**config.mk**
```make
export PLATFORM = sky130hd
export DESIGN_NAME = two_background_alpha_recover_invert_flat
export DESIGN_NICKNAME = d
export VERILOG_FILES = /design/src/hdl/tbar_pkg.sv /design/src/hdl/tbar_if.sv /design/src/hdl/two_background_alpha_recover_invert.sv /design/src/hdl/tbar_alpha.sv /design/src/hdl/tbar_div.sv /design/src/hdl/tbar_out.sv /design/src/flat_wrapper.sv
export SDC_FILE = /design/constraint.sdc
export NUM_CORES = 1
export LEC_CHECK = 0
export BUFFER_PORTS_ARGS = -buffer_cell sky130_fd_sc_hd__buf_2
export CORE_MARGIN = 2
export CORE_UTILIZATION = 60
export CTS_BUF_LIST = sky130_fd_sc_hd__clkbuf_4 sky130_fd_sc_hd__clkbuf_8 sky130_fd_sc_hd__clkbuf_16
export DETAILED_ROUTE_END_ITERATION = 10
export GPL_TIMING_DRIVEN = 1
export PLACE_DENSITY_LB_ADDON = 0.12
export SETUP_SLACK_MARGIN = 0.2
export SYNTH_ARGS = -nofsm -noshare
export SYNTH_HDL_FRONTEND = slang
export SYNTH_HIERARCHICAL = 1
export SYNTH_SLANG_ARGS = --single-unit
export TNS_END_PERCENT = 100
```
**constraint.sdc**
```tcl
create_clock -name clk_i -period 11.34 [get_ports clk_i]
set_input_delay 0.567 -clock clk_i [delete_from_list [all_inputs] [get_ports clk_i]]
set_output_delay 0.567 -clock clk_i [all_outputs]
set_load 0.1 [all_outputs]
```
**src/hdl/tbar_pkg.sv**
```systemverilog
// Shared types, constants and arithmetic helpers for the two-background alpha recovery block.
package tbar_pkg;

  localparam int unsigned ChanW         = 8;
  localparam int unsigned NumChan       = 3;
  localparam int unsigned DivSteps      = ChanW;
  localparam int unsigned StepsPerStage = 2;
  localparam int unsigned DivStages     = DivSteps / StepsPerStage;

  localparam logic [ChanW-1:0] FullScale   = 8'd255;
  localparam logic [ChanW-1:0] CutoffReset = 8'd8;

  typedef logic [ChanW-1:0] chan_t;

  typedef struct packed {
    chan_t [NumChan-1:0] black;
    chan_t               alpha;
    logic                clear;
  } alpha_t;

  typedef struct packed {
    chan_t rem;
    chan_t word;
    logic  sat;
  } lane_t;

  typedef struct packed {
    lane_t [NumChan-1:0] lane;
    chan_t               alpha;
    logic                clear;
  } quo_t;

  typedef struct packed {
    chan_t blue;
    chan_t green;
    chan_t red;
    chan_t alpha;
  } pix_t;

  function automatic chan_t abs_diff(chan_t a, chan_t b);
    chan_t r;
    if (a > b) begin
      r = a - b;
    end else begin
      r = b - a;
    end
    return r;
  endfunction

  // one restoring division step: shift in next numerator bit, subtract if it fits
  function automatic lane_t div_step(lane_t l, chan_t d);
    logic [ChanW:0] trial;
    logic [ChanW:0] diff;
    lane_t          r;
    trial = {l.rem, l.word[ChanW-1]};
    diff  = trial - {1'b0, d};
    r     = l;
    if (trial >= {1'b0, d}) begin
      r.rem  = diff[ChanW-1:0];
      r.word = {l.word[ChanW-2:0], 1'b1};
    end else begin
      r.rem  = trial[ChanW-1:0];
      r.word = {l.word[ChanW-2:0], 1'b0};
    end
    return r;
  endfunction

endpackage

```
**src/hdl/tbar_if.sv**
```systemverilog
// Channel interfaces for pixel input, pixel output and the cutoff register write.
interface tbar_in_if;
  logic               valid;
  logic               ready;
  tbar_pkg::chan_t    black_blue;
  tbar_pkg::chan_t    black_green;
  tbar_pkg::chan_t    black_red;
  tbar_pkg::chan_t    white_blue;
  tbar_pkg::chan_t    white_green;
  tbar_pkg::chan_t    white_red;

  modport source (output valid, output black_blue, output black_green, output black_red,
                  output white_blue, output white_green, output white_red, input ready);
  modport sink   (input valid, input black_blue, input black_green, input black_red,
                  input white_blue, input white_green, input white_red, output ready);
endinterface

interface tbar_out_if;
  logic               valid;
  logic               ready;
  tbar_pkg::chan_t    out_blue;
  tbar_pkg::chan_t    out_green;
  tbar_pkg::chan_t    out_red;
  tbar_pkg::chan_t    out_alpha;

  modport source (output valid, output out_blue, output out_green, output out_red,
                  output out_alpha, input ready);
  modport sink   (input valid, input out_blue, input out_green, input out_red,
                  input out_alpha, output ready);
endinterface

interface tbar_cfg_if;
  logic               valid;
  logic               ready;
  tbar_pkg::chan_t    data;

  modport source (output valid, output data, input ready);
  modport sink   (input valid, input data, output ready);
endinterface

```
**src/hdl/two_background_alpha_recover_invert.sv**
```systemverilog
// Top level of the two-background alpha recovery and color inversion pipeline.
// One pixel item enters per clock while no stall holds it back, and its result
// passes through one opacity stage, one numerator stage, four division stages
// that each retire two quotient bits of all three channels, and the output
// register. Every stage holds its item under back-pressure and fills bubbles, so
// a stalled output does not stop items from moving up behind it. The cutoff
// register resets to 8 and is sampled as an item enters, so write it while idle.
module two_background_alpha_recover_invert (
  input  logic        clk_i,
  input  logic        rst_ni,
  tbar_in_if.sink     in_i,
  tbar_out_if.source  out_o,
  tbar_cfg_if.sink    cfg_i
);

  tbar_pkg::chan_t         cutoff_q;
  tbar_pkg::chan_t [5:0]   pix;
  logic                    a_valid, a_ready;
  tbar_pkg::alpha_t        a_data;
  logic                    q_valid, q_ready;
  tbar_pkg::quo_t          q_data;
  tbar_pkg::pix_t          o_data;

  assign cfg_i.ready = 1'b1;

  always_ff @(posedge clk_i or negedge rst_ni) begin
    if (!rst_ni) begin
      cutoff_q <= tbar_pkg::CutoffReset;
    end else if (cfg_i.valid && cfg_i.ready) begin
      cutoff_q <= cfg_i.data;
    end
  end

  assign pix = {in_i.white_red, in_i.white_green, in_i.white_blue,
                in_i.black_red, in_i.black_green, in_i.black_blue};

  tbar_alpha u_alpha (
    .clk_i    (clk_i),
    .rst_ni   (rst_ni),
    .cutoff_i (cutoff_q),
    .valid_i  (in_i.valid),
    .ready_o  (in_i.ready),
    .pix_i    (pix),
    .valid_o  (a_valid),
    .ready_i  (a_ready),
    .data_o   (a_data)
  );

  tbar_div u_div (
    .clk_i   (clk_i),
    .rst_ni  (rst_ni),
    .valid_i (a_valid),
    .ready_o (a_ready),
    .data_i  (a_data),
    .valid_o (q_valid),
    .ready_i (q_ready),
    .data_o  (q_data)
  );

  tbar_out u_out (
    .clk_i   (clk_i),
    .rst_ni  (rst_ni),
    .valid_i (q_valid),
    .ready_o (q_ready),
    .data_i  (q_data),
    .valid_o (out_o.valid),
    .ready_i (out_o.ready),
    .data_o  (o_data)
  );

  assign out_o.out_blue  = o_data.blue;
  assign out_o.out_green = o_data.green;
  assign out_o.out_red   = o_data.red;
  assign out_o.out_alpha = o_data.alpha;

  a_accept_lands : assert property (@(posedge clk_i) disable iff (!rst_ni)
    in_i.valid && in_i.ready |=> a_valid)
    else $error("accepted item did not reach the opacity stage");

  a_stall_holds : assert property (@(posedge clk_i) disable iff (!rst_ni)
    a_valid && !a_ready |=> a_valid && $stable(a_data))
    else $error("opacity stage lost or changed a stalled item");

  a_zero_alpha_clear : assert property (@(posedge clk_i) disable iff (!rst_ni)
    out_o.valid && out_o.out_alpha == '0 |->
      out_o.out_blue == '0 && out_o.out_green == '0 && out_o.out_red == '0)
    else $error("transparent item carries color");

endmodule

```
**src/hdl/tbar_alpha.sv**
```systemverilog
// First stage: channel differences, opacity recovery and transparency decision.
module tbar_alpha (
  input  logic                    clk_i,
  input  logic                    rst_ni,
  input  tbar_pkg::chan_t         cutoff_i,
  input  logic                    valid_i,
  output logic                    ready_o,
  input  tbar_pkg::chan_t [5:0]   pix_i,
  output logic                    valid_o,
  input  logic                    ready_i,
  output tbar_pkg::alpha_t        data_o
);

  logic             valid_q;
  tbar_pkg::alpha_t data_q, data_d;
  tbar_pkg::chan_t  diff_b, diff_g, diff_r, diff_max;

  assign ready_o = !valid_q || ready_i;

  always_comb begin
    diff_b   = tbar_pkg::abs_diff(pix_i[3], pix_i[0]);
    diff_g   = tbar_pkg::abs_diff(pix_i[4], pix_i[1]);
    diff_r   = tbar_pkg::abs_diff(pix_i[5], pix_i[2]);
    diff_max = diff_b;
    if (diff_g > diff_max) begin
      diff_max = diff_g;
    end
    if (diff_r > diff_max) begin
      diff_max = diff_r;
    end
    data_d.black = pix_i[2:0];
    data_d.alpha = tbar_pkg::FullScale - diff_max;
    data_d.clear = data_d.alpha <= cutoff_i;
  end

  always_ff @(posedge clk_i or negedge rst_ni) begin
    if (!rst_ni) begin
      valid_q <= 1'b0;
    end else if (ready_o) begin
      valid_q <= valid_i;
    end
  end

  always_ff @(posedge clk_i) begin
    if (ready_o && valid_i) begin
      data_q <= data_d;
    end
  end

  assign valid_o = valid_q;
  assign data_o  = data_q;

endmodule

```
**src/hdl/tbar_div.sv**
```systemverilog
// Numerator setup and pipelined restoring division of the three channels by opacity.
module tbar_div (
  input  logic              clk_i,
  input  logic              rst_ni,
  input  logic              valid_i,
  output logic              ready_o,
  input  tbar_pkg::alpha_t  data_i,
  output logic              valid_o,
  input  logic              ready_i,
  output tbar_pkg::quo_t    data_o
);

  localparam int unsigned NStg = tbar_pkg::DivStages + 1;

  logic           valid_q [NStg];
  logic           rdy     [NStg+1];
  logic           vin     [NStg];
  tbar_pkg::quo_t data_q  [NStg];
  tbar_pkg::quo_t data_d  [NStg];
  tbar_pkg::quo_t init_d;

  always_comb begin
    logic [2*tbar_pkg::ChanW-1:0] num;
    init_d.alpha = data_i.alpha;
    init_d.clear = data_i.clear;
    for (int c = 0; c < tbar_pkg::NumChan; c++) begin
      num = {data_i.black[c], {tbar_pkg::ChanW{1'b0}}}
            - {{tbar_pkg::ChanW{1'b0}}, data_i.black[c]}
            + {{(tbar_pkg::ChanW+1){1'b0}}, data_i.alpha[tbar_pkg::ChanW-1:1]};
      init_d.lane[c].rem  = num[2*tbar_pkg::ChanW-1:tbar_pkg::ChanW];
      init_d.lane[c].word = num[tbar_pkg::ChanW-1:0];
      init_d.lane[c].sat  = num[2*tbar_pkg::ChanW-1:tbar_pkg::ChanW] >= data_i.alpha;
    end
  end

  assign rdy[NStg] = ready_i;
  assign ready_o   = rdy[0];

  for (genvar s = 0; s < NStg; s++) begin : g_stage
    assign rdy[s] = !valid_q[s] || rdy[s+1];

    if (s == 0) begin : g_init
      assign vin[s]    = valid_i;
      assign data_d[s] = init_d;
    end else begin : g_step
      assign vin[s] = valid_q[s-1];
      always_comb begin
        data_d[s] = data_q[s-1];
        for (int c = 0; c < tbar_pkg::NumChan; c++) begin
          for (int k = 0; k < tbar_pkg::StepsPerStage; k++) begin
            data_d[s].lane[c] = tbar_pkg::div_step(data_d[s].lane[c], data_q[s-1].alpha);
          end
        end
      end
    end

    always_ff @(posedge clk_i or negedge rst_ni) begin
      if (!rst_ni) begin
        valid_q[s] <= 1'b0;
      end else if (rdy[s]) begin
        valid_q[s] <= vin[s];
      end
    end

    always_ff @(posedge clk_i) begin
      if (rdy[s] && vin[s]) begin
        data_q[s] <= data_d[s];
      end
    end
  end

  assign valid_o = valid_q[NStg-1];
  assign data_o  = data_q[NStg-1];

endmodule

```
**src/hdl/tbar_out.sv**
```systemverilog
// Output stage: saturate, invert and zero transparent pixels into the output register.
module tbar_out (
  input  logic              clk_i,
  input  logic              rst_ni,
  input  logic              valid_i,
  output logic              ready_o,
  input  tbar_pkg::quo_t    data_i,
  output logic              valid_o,
  input  logic              ready_i,
  output tbar_pkg::pix_t    data_o
);

  logic                               valid_q;
  tbar_pkg::pix_t                     data_q, data_d;
  tbar_pkg::chan_t [tbar_pkg::NumChan-1:0] col;

  assign ready_o = !valid_q || ready_i;

  always_comb begin
    for (int c = 0; c < tbar_pkg::NumChan; c++) begin
      if (data_i.clear || data_i.lane[c].sat) begin
        col[c] = '0;
      end else begin
        col[c] = tbar_pkg::FullScale - data_i.lane[c].word;
      end
    end
    data_d.blue  = col[0];
    data_d.green = col[1];
    data_d.red   = col[2];
    data_d.alpha = data_i.clear ? '0 : data_i.alpha;
  end

  always_ff @(posedge clk_i or negedge rst_ni) begin
    if (!rst_ni) begin
      valid_q <= 1'b0;
    end else if (ready_o) begin
      valid_q <= valid_i;
    end
  end

  always_ff @(posedge clk_i) begin
    if (ready_o && valid_i) begin
      data_q <= data_d;
    end
  end

  assign valid_o = valid_q;
  assign data_o  = data_q;

endmodule

```
**src/flat_wrapper.sv**
```systemverilog
// flat-port wrapper written by rule: the top's interface ports become plain ports
module two_background_alpha_recover_invert_flat 
  (clk_i, rst_ni, in_i_valid, in_i_black_blue, in_i_black_green, in_i_black_red, in_i_white_blue, in_i_white_green, in_i_white_red, in_i_ready, out_o_valid, out_o_out_blue, out_o_out_green, out_o_out_red, out_o_out_alpha, out_o_ready, cfg_i_valid, cfg_i_data, cfg_i_ready);
  tbar_in_if in_i_i ();
  tbar_out_if out_o_i ();
  tbar_cfg_if cfg_i_i ();
  input  logic clk_i;
  input  logic rst_ni;
  input wire logic [$bits(in_i_i.valid)-1:0] in_i_valid;
  input wire logic [$bits(in_i_i.black_blue)-1:0] in_i_black_blue;
  input wire logic [$bits(in_i_i.black_green)-1:0] in_i_black_green;
  input wire logic [$bits(in_i_i.black_red)-1:0] in_i_black_red;
  input wire logic [$bits(in_i_i.white_blue)-1:0] in_i_white_blue;
  input wire logic [$bits(in_i_i.white_green)-1:0] in_i_white_green;
  input wire logic [$bits(in_i_i.white_red)-1:0] in_i_white_red;
  output wire logic [$bits(in_i_i.ready)-1:0] in_i_ready;
  output wire logic [$bits(out_o_i.valid)-1:0] out_o_valid;
  output wire logic [$bits(out_o_i.out_blue)-1:0] out_o_out_blue;
  output wire logic [$bits(out_o_i.out_green)-1:0] out_o_out_green;
  output wire logic [$bits(out_o_i.out_red)-1:0] out_o_out_red;
  output wire logic [$bits(out_o_i.out_alpha)-1:0] out_o_out_alpha;
  input wire logic [$bits(out_o_i.ready)-1:0] out_o_ready;
  input wire logic [$bits(cfg_i_i.valid)-1:0] cfg_i_valid;
  input wire logic [$bits(cfg_i_i.data)-1:0] cfg_i_data;
  output wire logic [$bits(cfg_i_i.ready)-1:0] cfg_i_ready;
  assign in_i_i.valid = in_i_valid;
  assign in_i_i.black_blue = in_i_black_blue;
  assign in_i_i.black_green = in_i_black_green;
  assign in_i_i.black_red = in_i_black_red;
  assign in_i_i.white_blue = in_i_white_blue;
  assign in_i_i.white_green = in_i_white_green;
  assign in_i_i.white_red = in_i_white_red;
  assign in_i_ready = in_i_i.ready;
  assign out_o_valid = out_o_i.valid;
  assign out_o_out_blue = out_o_i.out_blue;
  assign out_o_out_green = out_o_i.out_green;
  assign out_o_out_red = out_o_i.out_red;
  assign out_o_out_alpha = out_o_i.out_alpha;
  assign out_o_i.ready = out_o_ready;
  assign cfg_i_i.valid = cfg_i_valid;
  assign cfg_i_i.data = cfg_i_data;
  assign cfg_i_ready = cfg_i_i.ready;
  two_background_alpha_recover_invert u_core (.clk_i(clk_i), .rst_ni(rst_ni), .in_i(in_i_i), .out_o(out_o_i), .cfg_i(cfg_i_i));
endmodule
```
## Word level (Yosys, flattened, before mapping)

Memory sizes are Yosys's and may differ from the RTL's.
Cells that the tools add are included.

- Memories kept: 1
- Logic and storage cells: 154
- Register bits after elaboration: 80
- Output and inout port bits: 35
- Bits in writable memories: 300
- Input bits: 61

Memory list:

| name | depth | width | rd ports | clocked after memory_dff | write ports | RTL line | text |
|---|---|---|---|---|---|---|---|
| u_core.u_div.data_q | 5 | 60 | 5 | 0 | 5 | tbar_div.sv:18 | `tbar_pkg::quo_t data_q [NStg];` |

- Add/subtract/negate cells: 40
- Order comparisons: 33
- Mux-type cells: 39
- Reductions and logical operators: 24

Operators with widths:

| kind | count |
|---|---|
| 2-to-1 mux 16 bit | 24 |
| subtractor 8 bit | 30 |
| >= comparator 9 x 8 -> 1 bit | 24 |
| adder 16 x 7 -> 16 bit | 3 |
| subtractor 16 x 8 -> 16 bit | 3 |
| greater-than comparator 8 bit | 5 |
| 2-to-1 mux 8 bit | 5 |
| subtractor 8 bit, first input constant | 4 |
| >= comparator 8 bit | 3 |
| logical OR 1 bit | 10 |
| 2-to-1 mux 1 bit | 10 |
| less-or-equal comparator 8 bit | 1 |
| logical AND 1 bit | 7 |
| logical NOT 1 bit | 7 |

## Depth between registers and ports, before layout

Gate-level depths: netlist (run 1).

- Word-level depth: 10
- Gate-level depth with buffers: 39

## By module

Netlist (run 1), hierarchy kept.

By module, submodules not included:

| module | cells an instance | area an instance (um^2) | instances | seq. area each (um^2) |
|---|---|---|---|---|
| tbar_div | 2183 | 22958.3 | 1 | 9133.8 |
| tbar_alpha | 400 | 3834.9 | 1 | 1016.0 |
| tbar_out | 75 | 1237.4 | 1 | 985.9 |
| two_background_alpha_recover_invert | 19 | 344.1 | 1 | 201.4 |

## Worst setup path after synthesis (run 1)

No wires, ideal clock.

- Path kind: in2reg
- Start: input in_i_white_blue[0]
- End: register u_core.u_alpha.data_q, in the netlist u_core/u_alpha/data_o[0] (data pin)
- Slack: 3.989 ns
- Setup time: 0.263 ns
- Stages: 34
- Arrival: 7.088 ns
- Data required time: 11.077 ns
- Cells stage by stage: inv_1 -> ha_1 -> fa_1 -> and3b_1 -> o21ba_2 -> o22ai_1 -> o311ai_0 -> nand2_1 -> a31oi_1 -> xnor2_1 -> inv_1 -> ha_1 -> a21o_1 -> a21oi_1 -> nor2b_1 -> nor3_1 -> and3b_1 -> o41ai_4 -> mux2i_1 -> ha_1 -> a21o_1 -> a21o_1 -> a21oi_1 -> and2_1 -> o41ai_1 -> o22ai_4 -> mux2_4 -> ha_1 -> o21a_1 -> o21ai_0 -> nand2b_1 -> a21oi_1 -> o21ai_0 -> o21ai_0

RTL lines:

| item | RTL line | text |
|---|---|---|
| start, declared | flat_wrapper.sv:13 | `input wire logic [$bits(in_i_i.white_blue)-1:0] in_i_white_blue;` |
| end signal, assigned | tbar_alpha.sv:46 | `data_q <= data_d;` |
| end, declared | tbar_alpha.sv:15 | `tbar_pkg::alpha_t data_q, data_d;` |

==> results.sh, run 1 <==
export IMPL_hold_viol_final=0
export IMPL_post_cts_setup_buffers=0
export IMPL_die_height_um=216
export IMPL_cts_tree="yes"
export IMPL_setup_viol=0
export IMPL_synth_area_um2=26800
export IMPL_clk_latency_ns=0.56
export IMPL_finalMaxSlewViolations=0
export IMPL_grt_pass1_wl_um=98000
export IMPL_wl_per_cell_um=18.8
export IMPL_rows=77
export IMPL_vias_per_cell=6.00
export IMPL_drive_above_1_share_pct=12.8
export IMPL_wl_um=60600
export IMPL_coreArea_um2=44200
export IMPL_avgSynthCellArea_um2=10.5
export IMPL_dieArea_um2=46400
export IMPL_path_max_fanout=9
export IMPL_dr_total_vias=19400
export IMPL_synthToLayoutAreaGrowth_pct=7.85
export IMPL_gp_congestion=0.923
export IMPL_h_tree_depth=2
export IMPL_io_pins=96
export IMPL_maxCapViolCount=0
export IMPL_ant_nets=0
export IMPL_min_period_over_period_pct=69.6
export IMPL_clk_pin_slew_ns=0.06
export IMPL_cts_root_buf="clkbuf_16"
export IMPL_required_ns=11.63
export IMPL_start_kind="input pin"
export IMPL_synth_fp_nets=2944
export IMPL_setup_tns_ns=0
export IMPL_outcome="completed"
export IMPL_worst_slew_pin_slew_ns=0.995
export IMPL_endpoint_kind="flip-flop"
export IMPL_synthCells=2550
export IMPL_cts_buffers=41
export IMPL_grt_pass1_vias=19400
export IMPL_maxSlewHeadroom_pct=33.1
export IMPL_io_buffers=94
export IMPL_cts_sinks=356
export IMPL_cp_arrival_ns=8.18
export IMPL_critical_path_slowest_cell="o22ai_1"
export IMPL_start_util_pct=60.7
export IMPL_antenna_found_initial=1
export IMPL_grt_setup_unrepaired="false"
export IMPL_worstSetupPathType="input pin to flip-flop"
export IMPL_nets=3001
export IMPL_clock_path_buffers=3
export IMPL_grt_max_degree=61
export IMPL_min_path_type="input pin to flip-flop"
export IMPL_grtUsageTotal_pct=26.2
export IMPL_drtIter0Drc=1221
export IMPL_ys_warn_count=6
export IMPL_min_period_ns=7.89
export IMPL_drc_errors=0
export IMPL_grt_ovfl_total=0
export IMPL_max_freq_mhz=127
export IMPL_dp_final_hpwl_um=47400
export IMPL_cp_slowest_stage_delay_ns=0.76
export IMPL_fin_skew_ns=0.0251
export IMPL_die_w_um=216
export IMPL_firstDrtPassIters=5
==> critical path: cells and delay by family <==
kind	cells	cell delay, ns
AOI/OAI and AO/OA	18	4.15
adders and majority gates	4	1.24
muxes	3	0.98
and+or+nand+nor	5	0.80
buffers and inverters	3	0.23
xor gates and xnor gates	1	0.20
==> final cells by class <==
class,count,area (um^2)
Antenna cell,1,2.50
Clock buffer,51,1140
Clock inverter,22,196
Fill cell,3457,15300
Inverter,253,950
Multi-Input combinational cell,1848,14700
Sequential cell,356,10600
Tap cell,592,741
Timing Repair Buffer,107,571
==> cells in the final DEF (no fill, tap or decap), types with 42 or more instances in the layout <==
cell and count:
a21o_1 52, a21oi_1 121, buf_2 94, clkbuf_16 42, edfxtp_1 341, ha_1 303
inv_1 251, mux2_2 89, mux2i_1 47, nand2_1 111, nand4_1 50, nor2_1 165
nor2b_1 54, nor3_1 49, o21a_1 69, o21ai_0 140, xnor2_1 78
==> metal layers <==
layer / share of wire, % / vias up / global-route usage (%)
met5: 0 / - / 0
met4: 4.8 / 0 / 12.3
met3: 3.6 / 168 / 3.45
met2: 51 / 464 / 47.7
met1: 41 / 9201 / 30.5
li1: - / 9555 / -
==> worst paths after layout <==
check                      slack [ns]  cells past startpoint                     endpoint                       start
min in group asynchronous        0.46                      2         u_core/u_out/valid_o                      rst_ni
setup / recovery                 3.45                     34     u_core/u_alpha/data_o[0]          in_i_black_blue[5]
max in group asynchronous       10.57                      2           u_core/cutoff_q[3]                      rst_ni
setup reg to reg                 6.04                     14   u_core/u_div/data_q[0][83]   u_core/u_div/data_q[0][7]
hold / removal                   0.21                      1    u_core/u_alpha/data_o[24]         in_i_black_green[7]
hold reg to reg                  0.41                      0  u_core/u_div/data_q[0][137]  u_core/u_div/data_q[0][75]
==> registers in the layout, summed over array words and instances, names as in the netlist <==
register                flops
u_core/u_alpha/data_o      33
u_core/u_alpha/valid_o      1
u_core/u_div/data_q       276
u_core/u_out/data_o        32
u_core/u_div/valid_q        4
u_core/cutoff_q             8
u_core/u_out/valid_o        1
u_core/u_div/valid_o        1
==> repair_timing <==
item | in CTS | in global routing
endpoints found under the hold margin | 14 | 0
endpoints found under the setup margin | 0 | 0
hold buffers | 1 | 0
resized for setup | 0 | 0
==> metrics by stage <==
step / area [um^2] / utilization, % / hold WS, ns / instances / setup WS [ns]
floorplan: 26800 / - / 0.271 / 2550 / 3.99
global placement: 27600 / 62.4 / 0.402 / 3155 / 3.16
detailed placement: 27600 / 62.4 / 0.405 / 3155 / 2.97
CTS: 28900 / 65.5 / 0.176 / 3229 / 3.48
global route: 28900 / 65.5 / 0.187 / 3230 / 2.91
finish: 28900 / 65.5 / 0.211 / 3230 / 3.45
Power of run 1 is not shown: default switching activity piles up to over one toggle a cycle in this logic, so the estimate is an artifact.
==> run 2: changes to the inputs <==
==> constraint.sdc (replaced) <==
create_clock -name clk_i -period 7.35 [get_ports clk_i]
set_input_delay 0.3675 -clock clk_i [delete_from_list [all_inputs] [get_ports clk_i]]
set_output_delay 0.3675 -clock clk_i [all_outputs]
set_load 0.1 [all_outputs]
==> run 2 against run 1 <==
Compared with the run above:
- first-iteration DRC count up 5.7%
- critical path depth up 4
- via count up 2.1%
- sequential share of layout area down 0.56 points
- design area up 1.5%
- clock-buffer cell count up 4
- setup slack worse by 2.9 ns
- flip-flop and latch count unchanged
- global-route usage up 0.64 points
- non-clock buffer count up 46
- critical path type unchanged
==> results.sh, run 2 (synthesis gave the netlist of run 1 again) <==
export IMPL_gp_congestion=0.914
export IMPL_largest_reg_flops=276
export IMPL_die_w_um=216
export IMPL_grt_max_degree=61
export IMPL_cp_slowest_stage_delay_ns=0.38
export IMPL_drc_errors=0
export IMPL_hold_viol_final=0
export IMPL_io_buffers=94
export IMPL_cts_buffers=40
export IMPL_clk_pin_slew_ns=0.06
export IMPL_worstSetupPathType="input pin to flip-flop"
export IMPL_fin_area_um2=29400
export IMPL_cp_top_family="compound AO/OA/AOI/OAI gates"
export IMPL_clock_path_buffers=3
export IMPL_r2r_setup_slack_ns=1.92
export IMPL_clk_latency_ns=0.57
export IMPL_max_freq_mhz=147
export IMPL_required_ns=7.66
export IMPL_cp_arrival_ns=7.12
export IMPL_start_util_pct=60.7
export IMPL_min_period_ns=6.81
export IMPL_path_max_fanout=8
export IMPL_multiInputGateArea_um2=14800
export IMPL_outcome="completed"
export IMPL_drive_above_1_share_pct=14.0
export IMPL_grt_setup_unrepaired="false"
export IMPL_hold_slack_ns=0.0294
export IMPL_synthToLayoutAreaGrowth_pct=9.51
export IMPL_grtUsageTotal_pct=26.8
export IMPL_dr_total_vias=19800
export IMPL_final_cell_mix="341 x edfxtp_1, 303 x ha_1, 251 x inv_1"
export IMPL_min_path_type="input pin to flip-flop"
export IMPL_die_height_um=216
export IMPL_drtIter0Drc=1290
export IMPL_largest_register="u_core/u_div/data_q"
export IMPL_cts_sinks=356
export IMPL_firstDrtPassIters=5
export IMPL_wl_um=61700
export IMPL_min_period_over_period_pct=92.6
export IMPL_grt_pass1_vias=20000
export IMPL_fin_skew_ns=0.0203
export IMPL_grt_pass1_wl_um=101000
export IMPL_dp_final_hpwl_um=48400
export IMPL_endpoint_kind="flip-flop"
export IMPL_dpl_instance_area_um2=27800
export IMPL_start_kind="input pin"
export IMPL_cts_tree="yes"
export IMPL_nets=3046
export IMPL_critical_path_slowest_cell="o41ai_4"
export IMPL_layout_commonest_cell="edfxtp_1"
export IMPL_ant_nets=0
export IMPL_dieArea_um2=46400
export IMPL_crit_path_frequent_cell="ha_1"
export IMPL_rows=77
export IMPL_io_pins=96
export IMPL_finalMaxSlewViolations=0
export IMPL_cts_root_buf="clkbuf_16"
export IMPL_antenna_found_initial=1
export IMPL_worst_slew_pin_slew_ns=0.997
export IMPL_vias_per_cell=6.05
export IMPL_post_route_util_pct=66.5
export IMPL_crit_buf_inv=7
export IMPL_fillers=3405
export IMPL_maxCapViolCount=0
export IMPL_setup_viol=0
export IMPL_seqCellArea_um2=10600
export IMPL_grt_ovfl_total=0
export IMPL_wl_per_cell_um=18.8
export IMPL_maxSlewHeadroom_pct=33.1
export IMPL_h_tree_depth=2
export IMPL_coreArea_um2=44200
[run 2: cell types whose count changed in the layout (fill, tap and decap cells not counted), sizes merged]
| cell | previous run | this run |
|---|---|---|
| buf | 106 | 136 |
| dlygate4sd3 | 1 | 17 |
| clkinvlp | 6 | 1 |
| clkbuf | 51 | 55 |
| clkinv | 14 | 15 |
[run 2: cell type report]
type,count,area share [%]
clock inverter,18,0.562
timing repair buffer,153,3.28
tap,592,2.52
clock buffer,55,3.97
sequential,356,36.1
multi-input combinational,1848,50.3
inverter,253,3.23
antenna,1,0.00851
[run 2: what timing repair did]
item                                    CTS  global route
endpoints found under the setup margin    0             1
setup buffers                             0             5
resized for setup                         0            12
hold buffers                             17             0
endpoints found under the hold margin    30             0
[run 2: path summary, 6_finish.rpt]
| kind | to | start | cells after the start |
|---|---|---|---|
| worst max-delay path | u_core/u_alpha/data_o[0] | in_i_white_blue[0] | 38 |
| worst min-delay path | u_core/u_alpha/data_o[12] | in_i_black_blue[3] | 1 |
| worst max register to register | u_core/u_div/data_q[0][99] | u_core/u_div/data_q[0][2] | 15 |
| worst min register to register | u_core/u_div/data_q[0][151] | u_core/u_div/data_q[0][89] | 0 |
| max in group asynchronous | u_core/cutoff_q[3] | rst_ni | 2 |
| min in group asynchronous | u_core/u_div/valid_o | rst_ni | 2 |
[run 2: metal layers]
metal	wire length, um	global-route usage, %	part of all wire, %	vias up
li1	-	-	-	9684
met1	24800	30.7	40	9449
met2	31600	49.4	51	502
met3	2310	3.61	3.7	169
met4	2950	12.6	4.8	0
met5	0	0	0	-
[run 2: through the flow]
step	setup slack, ns	cells	TNS (ns)
after floorplan	0.226	2550	0
after global placement	-0.0410	3180	-0.0410
after detailed placement	-0.432	3180	-0.432
after CTS	0.210	3270	0
after global routing	0.129	3276	0
final	0.544	3276	0
Power of run 2 is left out for the same reason.
